`src/sv/assert_macros.svh`:
```
// Concurrent assertion helpers, sampled on the rising clock edge and
// disabled while the synchronous active-low reset is asserted.
`ifndef ASSERT_MACROS_SVH
`define ASSERT_MACROS_SVH

// Property must hold at every edge out of reset.
`define ASSERT_ALWAYS(label, clk, rst_n, prop, msg) \
    label: assert property (@(posedge clk) disable iff (!rst_n) (prop)) \
        else $error(msg);

// Consequent must hold at the same edge as the antecedent.
`define ASSERT_IMPLY(label, clk, rst_n, ante, cons, msg) \
    label: assert property (@(posedge clk) disable iff (!rst_n) (ante) |-> (cons)) \
        else $error(msg);

`endif

```
`src/sv/psfc_pkg.sv`:
```
`default_nettype none

package psfc_pkg;

    localparam int FRAME_LENGTH = 32;
    localparam int POS_W        = $clog2(FRAME_LENGTH);
    localparam int NUM_FIELDS   = 6;
    localparam int SEL_W        = 3;
    localparam int QUEUE_DEPTH  = 4;
    localparam int QPTR_W       = $clog2(QUEUE_DEPTH);

    localparam logic [POS_W-1:0] LAST_POS   = POS_W'(FRAME_LENGTH - 1);
    localparam logic [7:0]       START_BYTE = 8'h42;

    localparam logic [1:0] MODE_MASS  = 2'd0;
    localparam logic [1:0] MODE_COUNT = 2'd1;

    localparam logic [SEL_W-1:0] SEL_MASS_SMALL   = 3'd0;
    localparam logic [SEL_W-1:0] SEL_MASS_MID     = 3'd1;
    localparam logic [SEL_W-1:0] SEL_MASS_LARGE   = 3'd2;
    localparam logic [SEL_W-1:0] SEL_COUNT_FINE   = 3'd3;
    localparam logic [SEL_W-1:0] SEL_COUNT_MEDIUM = 3'd4;
    localparam logic [SEL_W-1:0] SEL_COUNT_COARSE = 3'd5;

    localparam logic [POS_W-1:0] FIELD_OFFSET [NUM_FIELDS] = '{
        POS_W'(6), POS_W'(8), POS_W'(10), POS_W'(18), POS_W'(20), POS_W'(22)
    };

    typedef enum logic {
        QK_FIELD = 1'b0,
        QK_END   = 1'b1
    } t_qkind;

    typedef struct packed {
        t_qkind           kind;
        logic [SEL_W-1:0] sel;
        logic [7:0]       data;
    } t_qword;

    typedef struct packed {
        logic             hit;
        logic [SEL_W-1:0] sel;
    } t_field_hit;

    function automatic t_field_hit field_lookup(input logic [POS_W-1:0] pos);
        t_field_hit r;
        r = '0;
        for (int k = 0; k < NUM_FIELDS; k++) begin
            if (pos == FIELD_OFFSET[k]) begin
                r.hit = 1'b1;
                r.sel = SEL_W'(k);
            end
        end
        return r;
    endfunction

endpackage

`default_nettype wire

```
`src/sv/particle_sensor_frame_capture.sv`:
```
// Particle sensor frame capture. Takes one received serial byte per cycle on
// the input channel (i_valid / o_stall); a 0x42 byte opens a 32-byte frame,
// and once the last byte of the frame is taken one word leaves on the output
// channel (o_valid / i_stall) with the three mass bytes, the three particle
// counts (five times their bytes) and a flag set when the values picked by
// display_mode (0 mass, 1 counts, 2 or 3 none) differ from the previous
// frame. A word is registered once the end mark leaves the queue, later
// only while the previous word still waits on a stalled output. The front
// tracks the frame and passes only the six useful bytes and an end mark
// through a four-entry queue, so input is held off only once that queue fills
// while a finished word waits on a stalled output. Write display_mode only
// while no frame is in flight. No checksum is checked.
`default_nettype none

`include "assert_macros.svh"

module particle_sensor_frame_capture
    import psfc_pkg::*;
(
    input  wire logic        i_clk,
    input  wire logic        i_rst_n,
    input  wire logic        i_cfg_we,
    input  wire logic [1:0]  i_cfg_data,
    input  wire logic        i_valid,
    output      logic        o_stall,
    input  wire logic [7:0]  i_rx_byte,
    output      logic        o_valid,
    input  wire logic        i_stall,
    output      logic [7:0]  o_mass_small,
    output      logic [7:0]  o_mass_mid,
    output      logic [7:0]  o_mass_large,
    output      logic [10:0] o_count_fine,
    output      logic [10:0] o_count_medium,
    output      logic [10:0] o_count_coarse,
    output      logic        o_values_changed
);

    logic   [1:0] r_display_mode;
    logic         q_push;
    t_qword       q_in_word;
    logic         q_full;
    logic         q_valid;
    t_qword       q_word;
    logic         q_pop;
    logic         q_end;

    assign q_end = q_valid && (q_word.kind == QK_END);

    always_ff @(posedge i_clk) begin
        if (!i_rst_n) begin
            r_display_mode <= MODE_MASS;
        end else if (i_cfg_we) begin
            r_display_mode <= i_cfg_data;
        end
    end

    psfc_front u_front (
        .i_clk     (i_clk),
        .i_rst_n   (i_rst_n),
        .i_valid   (i_valid),
        .o_stall   (o_stall),
        .i_rx_byte (i_rx_byte),
        .i_full    (q_full),
        .o_push    (q_push),
        .o_word    (q_in_word)
    );

    psfc_queue u_queue (
        .i_clk   (i_clk),
        .i_rst_n (i_rst_n),
        .i_push  (q_push),
        .i_word  (q_in_word),
        .o_full  (q_full),
        .o_valid (q_valid),
        .o_word  (q_word),
        .i_pop   (q_pop)
    );

    psfc_back u_back (
        .i_clk            (i_clk),
        .i_rst_n          (i_rst_n),
        .i_display_mode   (r_display_mode),
        .i_q_valid        (q_valid),
        .i_q_word         (q_word),
        .o_q_pop          (q_pop),
        .o_valid          (o_valid),
        .i_stall          (i_stall),
        .o_mass_small     (o_mass_small),
        .o_mass_mid       (o_mass_mid),
        .o_mass_large     (o_mass_large),
        .o_count_fine     (o_count_fine),
        .o_count_medium   (o_count_medium),
        .o_count_coarse   (o_count_coarse),
        .o_values_changed (o_values_changed)
    );

    `ASSERT_IMPLY(a_no_push_when_full, i_clk, i_rst_n, q_push, !q_full, "push into full queue")
    `ASSERT_IMPLY(a_end_waits, i_clk, i_rst_n, o_valid && i_stall && q_end, !q_pop, "end popped")
    `ASSERT_IMPLY(a_word_from_end, i_clk, i_rst_n, $rose(o_valid), $past(q_pop && q_end), "no end")

endmodule

`default_nettype wire

```
`src/sv/psfc_front.sv`:
```
`default_nettype none

module psfc_front
    import psfc_pkg::*;
(
    input  wire logic       i_clk,
    input  wire logic       i_rst_n,
    input  wire logic       i_valid,
    output      logic       o_stall,
    input  wire logic [7:0] i_rx_byte,
    input  wire logic       i_full,
    output      logic       o_push,
    output      t_qword     o_word
);

    logic             r_active;
    logic [POS_W-1:0] r_pos;
    logic             n_active;
    logic [POS_W-1:0] n_pos;
    logic             accept;
    logic             in_frame;
    t_field_hit       hit;

    assign o_stall = i_full;
    assign accept  = i_valid && !i_full;
    assign hit     = field_lookup(r_pos);

    always_comb begin
        n_active = r_active;
        n_pos    = r_pos;
        o_push   = 1'b0;
        o_word   = '{kind: QK_FIELD, sel: hit.sel, data: i_rx_byte};
        in_frame = r_active || (i_rx_byte == START_BYTE);
        if (accept && in_frame) begin
            if (r_pos == LAST_POS) begin
                // frame complete: close it and hand the end mark to the back
                n_active    = 1'b0;
                n_pos       = '0;
                o_push      = 1'b1;
                o_word.kind = QK_END;
            end else begin
                n_active = 1'b1;
                n_pos    = r_pos + 1'b1;
                o_push   = hit.hit;
            end
        end
    end

    always_ff @(posedge i_clk) begin
        if (!i_rst_n) begin
            r_active <= 1'b0;
            r_pos    <= '0;
        end else begin
            r_active <= n_active;
            r_pos    <= n_pos;
        end
    end

endmodule

`default_nettype wire

```
`src/sv/psfc_queue.sv`:
```
`default_nettype none

module psfc_queue
    import psfc_pkg::*;
(
    input  wire logic   i_clk,
    input  wire logic   i_rst_n,
    input  wire logic   i_push,
    input  wire t_qword i_word,
    output      logic   o_full,
    output      logic   o_valid,
    output      t_qword o_word,
    input  wire logic   i_pop
);

    t_qword            r_mem [QUEUE_DEPTH];
    logic [QPTR_W-1:0] r_wr;
    logic [QPTR_W-1:0] r_rd;
    logic [QPTR_W:0]   r_count;

    assign o_full  = (r_count == (QPTR_W+1)'(QUEUE_DEPTH));
    assign o_valid = (r_count != '0);
    assign o_word  = r_mem[r_rd];

    always_ff @(posedge i_clk) begin
        if (i_push) begin
            r_mem[r_wr] <= i_word;
        end
    end

    always_ff @(posedge i_clk) begin
        if (!i_rst_n) begin
            r_wr    <= '0;
            r_rd    <= '0;
            r_count <= '0;
        end else begin
            if (i_push) begin
                r_wr <= r_wr + 1'b1;
            end
            if (i_pop) begin
                r_rd <= r_rd + 1'b1;
            end
            case ({i_push, i_pop})
                2'b10:   r_count <= r_count + 1'b1;
                2'b01:   r_count <= r_count - 1'b1;
                default: r_count <= r_count;
            endcase
        end
    end

endmodule

`default_nettype wire

```
`src/sv/psfc_back.sv`:
```
`default_nettype none

module psfc_back
    import psfc_pkg::*;
(
    input  wire logic        i_clk,
    input  wire logic        i_rst_n,
    input  wire logic [1:0]  i_display_mode,
    input  wire logic        i_q_valid,
    input  wire t_qword      i_q_word,
    output      logic        o_q_pop,
    output      logic        o_valid,
    input  wire logic        i_stall,
    output      logic [7:0]  o_mass_small,
    output      logic [7:0]  o_mass_mid,
    output      logic [7:0]  o_mass_large,
    output      logic [10:0] o_count_fine,
    output      logic [10:0] o_count_medium,
    output      logic [10:0] o_count_coarse,
    output      logic        o_values_changed
);

    logic [7:0]  r_cur  [NUM_FIELDS];
    logic [7:0]  r_last [NUM_FIELDS];
    logic        r_out_valid;
    logic [7:0]  r_mass [3];
    logic [10:0] r_cnt  [3];
    logic        r_changed;

    logic        pop_end;
    logic        mass_diff;
    logic        cnt_diff;
    logic        changed;
    logic [10:0] cnt [3];

    assign o_q_pop = i_q_valid &&
                     (i_q_word.kind == QK_FIELD || !r_out_valid || !i_stall);
    assign pop_end = o_q_pop && (i_q_word.kind == QK_END);

    always_comb begin
        for (int k = 0; k < 3; k++) begin
            cnt[k] = 11'({r_cur[3 + k], 2'b00}) + 11'(r_cur[3 + k]);
        end
        mass_diff = (r_cur[SEL_MASS_SMALL]   != r_last[SEL_MASS_SMALL])  ||
                    (r_cur[SEL_MASS_MID]     != r_last[SEL_MASS_MID])    ||
                    (r_cur[SEL_MASS_LARGE]   != r_last[SEL_MASS_LARGE]);
        // scaling by five is one-to-one, so compare the raw count bytes
        cnt_diff  = (r_cur[SEL_COUNT_FINE]   != r_last[SEL_COUNT_FINE])   ||
                    (r_cur[SEL_COUNT_MEDIUM] != r_last[SEL_COUNT_MEDIUM]) ||
                    (r_cur[SEL_COUNT_COARSE] != r_last[SEL_COUNT_COARSE]);
        case (i_display_mode)
            MODE_MASS:  changed = mass_diff;
            MODE_COUNT: changed = cnt_diff;
            default:    changed = 1'b0;
        endcase
    end

    always_ff @(posedge i_clk) begin
        if (o_q_pop && i_q_word.kind == QK_FIELD) begin
            r_cur[i_q_word.sel] <= i_q_word.data;
        end
        if (pop_end) begin
            for (int k = 0; k < 3; k++) begin
                r_mass[k] <= r_cur[k];
                r_cnt[k]  <= cnt[k];
            end
            r_changed <= changed;
        end
    end

    always_ff @(posedge i_clk) begin
        if (!i_rst_n) begin
            r_out_valid <= 1'b0;
            for (int k = 0; k < NUM_FIELDS; k++) begin
                r_last[k] <= '0;
            end
        end else begin
            if (pop_end) begin
                r_out_valid <= 1'b1;
                r_last      <= r_cur;
            end else if (!i_stall) begin
                r_out_valid <= 1'b0;
            end
        end
    end

    assign o_valid          = r_out_valid;
    assign o_mass_small     = r_mass[0];
    assign o_mass_mid       = r_mass[1];
    assign o_mass_large     = r_mass[2];
    assign o_count_fine     = r_cnt[0];
    assign o_count_medium   = r_cnt[1];
    assign o_count_coarse   = r_cnt[2];
    assign o_values_changed = r_changed;

endmodule

`default_nettype wire
```
`config.mk`:
```
export PLATFORM = sky130hd
export DESIGN_NAME = particle_sensor_frame_capture
export DESIGN_NICKNAME = d
export VERILOG_FILES = /design/src/sv/psfc_pkg.sv /design/src/sv/particle_sensor_frame_capture.sv /design/src/sv/psfc_front.sv /design/src/sv/psfc_queue.sv /design/src/sv/psfc_back.sv
export VERILOG_INCLUDE_DIRS = /design/src /design/src/sv
export SDC_FILE = /design/constraint.sdc
export NUM_CORES = 1
export LEC_CHECK = 0
export BUFFER_PORTS_ARGS = -buffer_cell sky130_fd_sc_hd__buf_2
export CORE_MARGIN = 2
export CORE_UTILIZATION = 51
export DETAILED_ROUTE_END_ITERATION = 10
export GPL_TIMING_DRIVEN = 1
export PLACE_DENSITY = 0.77
export SLEW_MARGIN = 10
export SYNTH_ARGS = -nofsm -noshare
export SYNTH_HDL_FRONTEND = slang
export SYNTH_SLANG_ARGS = --single-unit
```
`constraint.sdc`:
```
create_clock -name i_clk -period 3.7 [get_ports i_clk]
set_input_delay 0.185 -clock i_clk [delete_from_list [all_inputs] [get_ports i_clk]]
set_output_delay 0.185 -clock i_clk [all_outputs]
set_load 0.02 [all_outputs]
```
-- Word level (Yosys, flattened, before mapping)
Memory sizes are Yosys's and may differ from the RTL's. A register that Yosys moved wholly into a read port is not among the register bits.
Cells that the tools add are included.
- memory bits (writable): 105
- input bits: 15
- word-level logic and storage cells: 98
- memories: 3
- flip-flop bits (word level): 113
- output and inout bits: 60
- memories (name ; depth ; width ; rd ports ; clocked after Yosys merged registers in ; write ports ; RTL line ; text):
    u_queue.r_mem ; 4 ; 12 ; 1 ; 1 ; 1 ; psfc_queue.sv:16 ; t_qword r_mem [QUEUE_DEPTH];
    u_back.r_cnt ; 3 ; 11 ; 3 ; 0 ; 3 ; psfc_back.sv:27 ; logic [10:0] r_cnt [3];
    u_back.r_mass ; 3 ; 8 ; 3 ; 0 ; 3 ; psfc_back.sv:26 ; logic [7:0] r_mass [3];
- bitwise logic cells: 2
- mux-type cells: 25
- $lt $le $gt $ge: 2
- reductions and logical operators: 19
- $add $sub $neg: 8
- eq/ne operators: 19
- operators by type and width (operator ; number):
    bitwise mux 48 bit ; 1
    inequality test 8 bit ; 6
    adder 10 x 8 -> 11 bit ; 3
    demux 8 bit (select 3 bit) ; 1
    two-way mux 4 bit ; 6
    equality test 5 bit, second input constant ; 4
    two-way mux 1 bit ; 11
    equality test 5 x 4 -> 1 bit, second input constant ; 2
    equality test 8 x 7 -> 1 bit, second input constant ; 1
    two-way mux 8 bit ; 1
    logical OR 1 bit ; 7
    logical AND 1 bit ; 6
    one-hot mux 3 bit (2 select lines) ; 1
    adder 5 x 1 -> 5 bit, second input constant ; 1
    equality test 5 x 3 -> 1 bit, second input constant ; 1
    two-way mux 5 bit ; 1
    adder 2 x 1 -> 2 bit, second input constant ; 2
    equality test 2 x 1 -> 1 bit, second input constant ; 2
    greater-or-equal comparator 4 bit, second input constant ; 1
    less-than comparator 4 x 1 -> 1 bit, second input constant ; 1
    two-way mux 2 bit ; 2
    NOT 3 -> 4 bit ; 1
    adder 3 x 1 -> 3 bit, second input constant ; 1
    equality test 3 bit, second input constant ; 1
    9 further kinds ; 11

-- Logic depth before layout (Yosys ltp)
- depth after elaboration: 11
- depth in mapped cells: 12
- gate-level depth less buffers: 12

-- Hierarchy
A second synthesis with hierarchy kept.
- cells, all modules: 686
- area, all modules: 9212.6 um2
- by module, submodules not included (module ; sequential area each (um2) ; times used ; area an instance (um2) ; cells each):
    psfc_back ; 4164.0 ; 1 ; 6426.2 ; 511
    psfc_queue ; 1621.6 ; 1 ; 2178.3 ; 104
    psfc_front ; 120.1 ; 1 ; 535.5 ; 65
    particle_sensor_frame_capture ; 40.0 ; 1 ; 72.6 ; 6

-- Worst setup path after synthesis
No wires, ideal clock.
- path kind: reg2reg
- start: register with a tool-made name
- end: register u_back.r_changed, in the netlist u_back.o_values_changed (enable)
- slack: 0.549 ns
- cell stages (with the launch flop): 5
- arrival: 2.706 ns
- buffers on the path: 1
- period minus slack after synthesis: 3.151 ns
- required time: 3.255 ns
- library setup time: 0.445 ns
- cells stage by stage: dfxtp_1 -> mux4_2 -> nand3_1 -> inv_1 -> clkbuf_1
- RTL lines (element ; RTL line ; text):
    end signal: assignment ; psfc_back.sv:67 ; r_changed <= changed;
    end: declaration ; psfc_back.sv:28 ; logic r_changed;

-- Worst setup path after layout
- start: register u_front.r_pos[0]
- end: register u_queue.r_count[2]
- cells in the longest elaborated chain, start to end: 11
- elaborated cells between the ends (all ways): 19
- classes of those cells: eq/ne: 9; mux: 9; reduce/logical: 1
- ends and longest elaborated chain (element ; RTL line ; text):
    start: declaration ; psfc_front.sv:17 ; logic [POS_W-1:0] r_pos;
    start signal: assignment ; psfc_front.sv:55 ; r_pos <= n_pos;
    equality test 5 x 3 -> 1 bit ; psfc_pkg.sv:49 ; if (pos == FIELD_OFFSET[k]) begin
    two-way mux 4 bit (6 in a row) ; psfc_pkg.sv:49 ;
    two-way mux 1 bit * ; psfc_front.sv:35 ; if (r_pos == LAST_POS) begin
    two-way mux 1 bit * ; psfc_front.sv:34 ; if (accept && in_frame) begin
    equality test 2 x 1 -> 1 bit or equality test 2 bit (tied branches) ; psfc_queue.sv:43 ; case ({i_push, i_pop})
    one-hot mux 3 bit (2 select lines) or nonzero test 2 bit (tied branches) ; -- ;
    end signal: assignment ; psfc_queue.sv:44 ; 2'b10: r_count <= r_count + 1'b1;
    end signal: assignment ; psfc_queue.sv:45 ; 2'b01: r_count <= r_count - 1'b1;
    end signal: assignment ; psfc_queue.sv:46 ; default: r_count <= r_count;
    end: declaration ; psfc_queue.sv:19 ; logic [QPTR_W:0] r_count;
Mark *: on every way between the ends. The rest lies on a longest branch, timed or not.
A chain may end at the register's enable or synchronous reset.

==> impl_metrics.yaml <==
power_and_ir_drop:
  p_sw_share_pct: 29.3
  p_clk_share_pct: 31.1
  p_per_area_mw_per_mm2: 659
  pwr-share-comb_pct: 21.0
  seqPwrFrac_pct: 48.0
  switchingPower_uw: 2050
  p_leak_uw: 0.00386
  internal_power_uw: 4960
  peakVddDrop_v: 0.000411
critical_path:
  worst-r2r-setup-slack_ns: 0.70
  startpoint_type: "register"
  cpPeakStageDelay_ns: 0.40
  cp_cell_sequence: "inv_1, ha_1, or2_2, a31oi_1, o21ai_0, nand2_1, ha_1, inv_1, fa_1, xor2_1, or3_1, a21boi_0"
  cp.arrival_ns: 3.41
  end_kind: "register"
  required_ns: 4.11
  critPathBufInv: 2
  crit_family: "adder cells"
  slowest_stage: "dfxtp_1"
  critPathMaxFanout: 7
  critPathKind: "register to register"
timing:
  worstMarginPinSlew_ns: 0.792
  rsz0062_at_grt: "false"
  drv_slew: 0
  setup_viol: 0
  setup_tns_ns: 0
  holdWs_ns: 0.0113
  max-slew-margin-rel_pct: 47.0
  min_period_ns: 3.00
  finalClockSkew_ns: 0.0315
  hold_viol_final: 0
  fin_crit_sh_pct: 81.0
  fmax_ghz: 0.334
drt:
  vias: 5525
  drt_iter0_drc: 290
  first_pass_iters: 5
  post_drt_via_cell_ratio: 5.28
  wire_per_inst_um: 15.8
  post-route-drc-count: 0
  wirelength_um: 16500
  ant_nets: 0
clock_tree:
  cts_buffer_depth: 3
  insertion_delay_ns: 0.52
  cts_inserted_buffers: 22
  cts_htree_levels: 1
  cts_sinks: 220
  post_cts_buffers: 0
  cts.clk_slew.worst_paths_ns: 0.06
  cts_root_buf: "clkbuf_16"
  tritoncts: "built"
yosys:
  syn_avg_cell_area_um2: 13.0
  yosys-top-cells-area: "edfxtp_1 (50%), dfxtp_1 (14%), nand2_1 (5.0%)"
  async_flop_share_pct: 0
  yosys-top-cells-count: "edfxtp_1 (154), nand2_1 (123), dfxtp_1 (66)"
  syn_inst: 710
  synth.distinct_cells: 44
  ys.flop_type: "edfxtp_1"
  yosys.area.top_type: "edfxtp_1"
  netlist.area_leader.share_pct: 50.3
  ys_ff_latch: 220
  ys_warn_count: 0
  synth_nets: 756
  yosysMostFrequentCell: "edfxtp_1"
  synth_area_mm2: 0.00920
  synth_edf_count: 154
  ys_seq_area_share_pct: 64.6
placed_design:
  place.gp.congestion: 0.767
  dpl.hpwl_um: 10800
  port_buffers: 74
final_layout:
  final_nets: 848
  area_delta_synth_final_pct: 15.7
  n_antenna_cell: 0
  drive_above_1_share_pct: 16.5
global_route:
  gr-total-overflow: 0
  grt_max_degree: 63
  grt_pass1_vias: 5337
  track_usage_pct: 17.3
  antenna_found_initial: 0
  grt_pass1_wl_um: 27100
floorplan:
  dieWidth_um: 138
  dieArea_mm2: 0.0191
  start_util_pct: 51.6
  io_pins: 75
  rows: 49
  core_area_mm2: 0.0178
  fp.dieH_um: 138
hold_path:
  hold_path.class: "input pin to register"
run_status:
  outcome: "finished clean"
run:
  drv_cap: 0
worst register-to-register path, cell delays in order (launching register included):
cell and delay [ns]:
dfxtp_1 0.40, inv_1 0.08, ha_1 0.26, or2_2 0.32, a31oi_1 0.17, o21ai_0 0.23
nand2_1 0.19, ha_1 0.19, inv_1 0.06, fa_1 0.37, xor2_1 0.16, or3_1 0.30
a21boi_0 0.18
cells in the final DEF, fill, tap and decap left out, types with 10 or more instances in the layout:
cell type      Yosys  routed
edfxtp_1         154     154
nand2_1          123     123
buf_2              6      74
dfxtp_1           66      66
a21boi_0          55      55
xnor2_1           32      32
xor2_1            30      30
inv_1             30      29
ha_1              27      27
clkbuf_16          0      22
o21ai_0           21      21
nor2_1            20      20
mux4_2            12      12
dlygate4sd3_1      0      12
nor2b_1           11      11
nand3_1           10      10
layout make-up:
cell class	count	area [um^2]
flip-flops and latches	220	5950
clock buffers	27	589
repair buffers	93	543
multi-input cells	435	3030
fillers	1378	7200
clock inverters	13	129
well taps	229	287
inverters	30	114
through the flow:
stage | std cells | cell area [um^2] | setup slack [ns] | total power, uW | utilization [%]
floorplan | 710 | 9200 | 0.549 | 4430 | -
global placement | 995 | 9800 | 0.864 | 4830 | 54.9
detailed placement | 995 | 9800 | 0.712 | 4890 | 54.9
CTS | 1047 | 10600 | 0.700 | 7070 | 59.6
global route | 1047 | 10600 | 0.495 | 7340 | 59.6
finish | 1047 | 10600 | 0.704 | 7010 | 59.6
metal layers:
layer	part of all wire, %	global-route usage (%)	vias to the layer above
li1	-	-	2710
met1	43	22.9	2654
met2	50	29.8	125
met3	4.7	2.98	36
met4	2.5	4.83	0
met5	0	0	-
logic make-up after synthesis:
kind of cell / count (synthesis) / synth area share [%]
xor gates and xnor gates: 62 / 5.90
AOI/OAI and AO/OA: 106 / 7.89
adders and majority gates: 31 / 4.54
DFF: 220 / 64.6
buffers and inverters: 55 / 2.37
and+or+nand+nor: 221 / 11.4
muxes: 15 / 3.26
what timing repair did:
item                                   in CTS  in global routing
endpoints found under the hold margin      34                  0
hold buffers                               12                  0
gates resized for setup                     0                  0
registers in the layout, summed over array words and instances (netlist names), 2 cells and up, named ones only:
name and flops:
r_display_mode 2, u_queue.r_mem 48, u_queue.r_count 3, u_back.r_cnt 33, u_queue.r_wr 2, u_back.r_last 48, u_queue.r_rd 2, u_back.r_cur 48
u_front.r_pos 5, u_back.r_mass 24
worst paths after layout:
path,startpoint,endpoint,depth (start not counted)
hold / removal,i_stall,u_back.o_valid,3
setup reg to reg,u_front.r_pos[0],u_queue.r_count[2],12
hold reg to reg,u_back.r_last[25],u_back.r_last[25],2
setup / recovery,u_front.r_pos[0],u_queue.r_count[2],12
power by group through the flow:
stage | registers, uW | logic [uW] | clock network, uW
global route | 3410 | 1610 | 2310
CTS | 3370 | 1490 | 2220
global placement | 3400 | 1430 | 0
finish | 3360 | 1470 | 2180
floorplan | 3610 | 821 | 0
detailed placement | 3420 | 1470 | 0
Note: power is estimated with default switching activity, not from simulation.
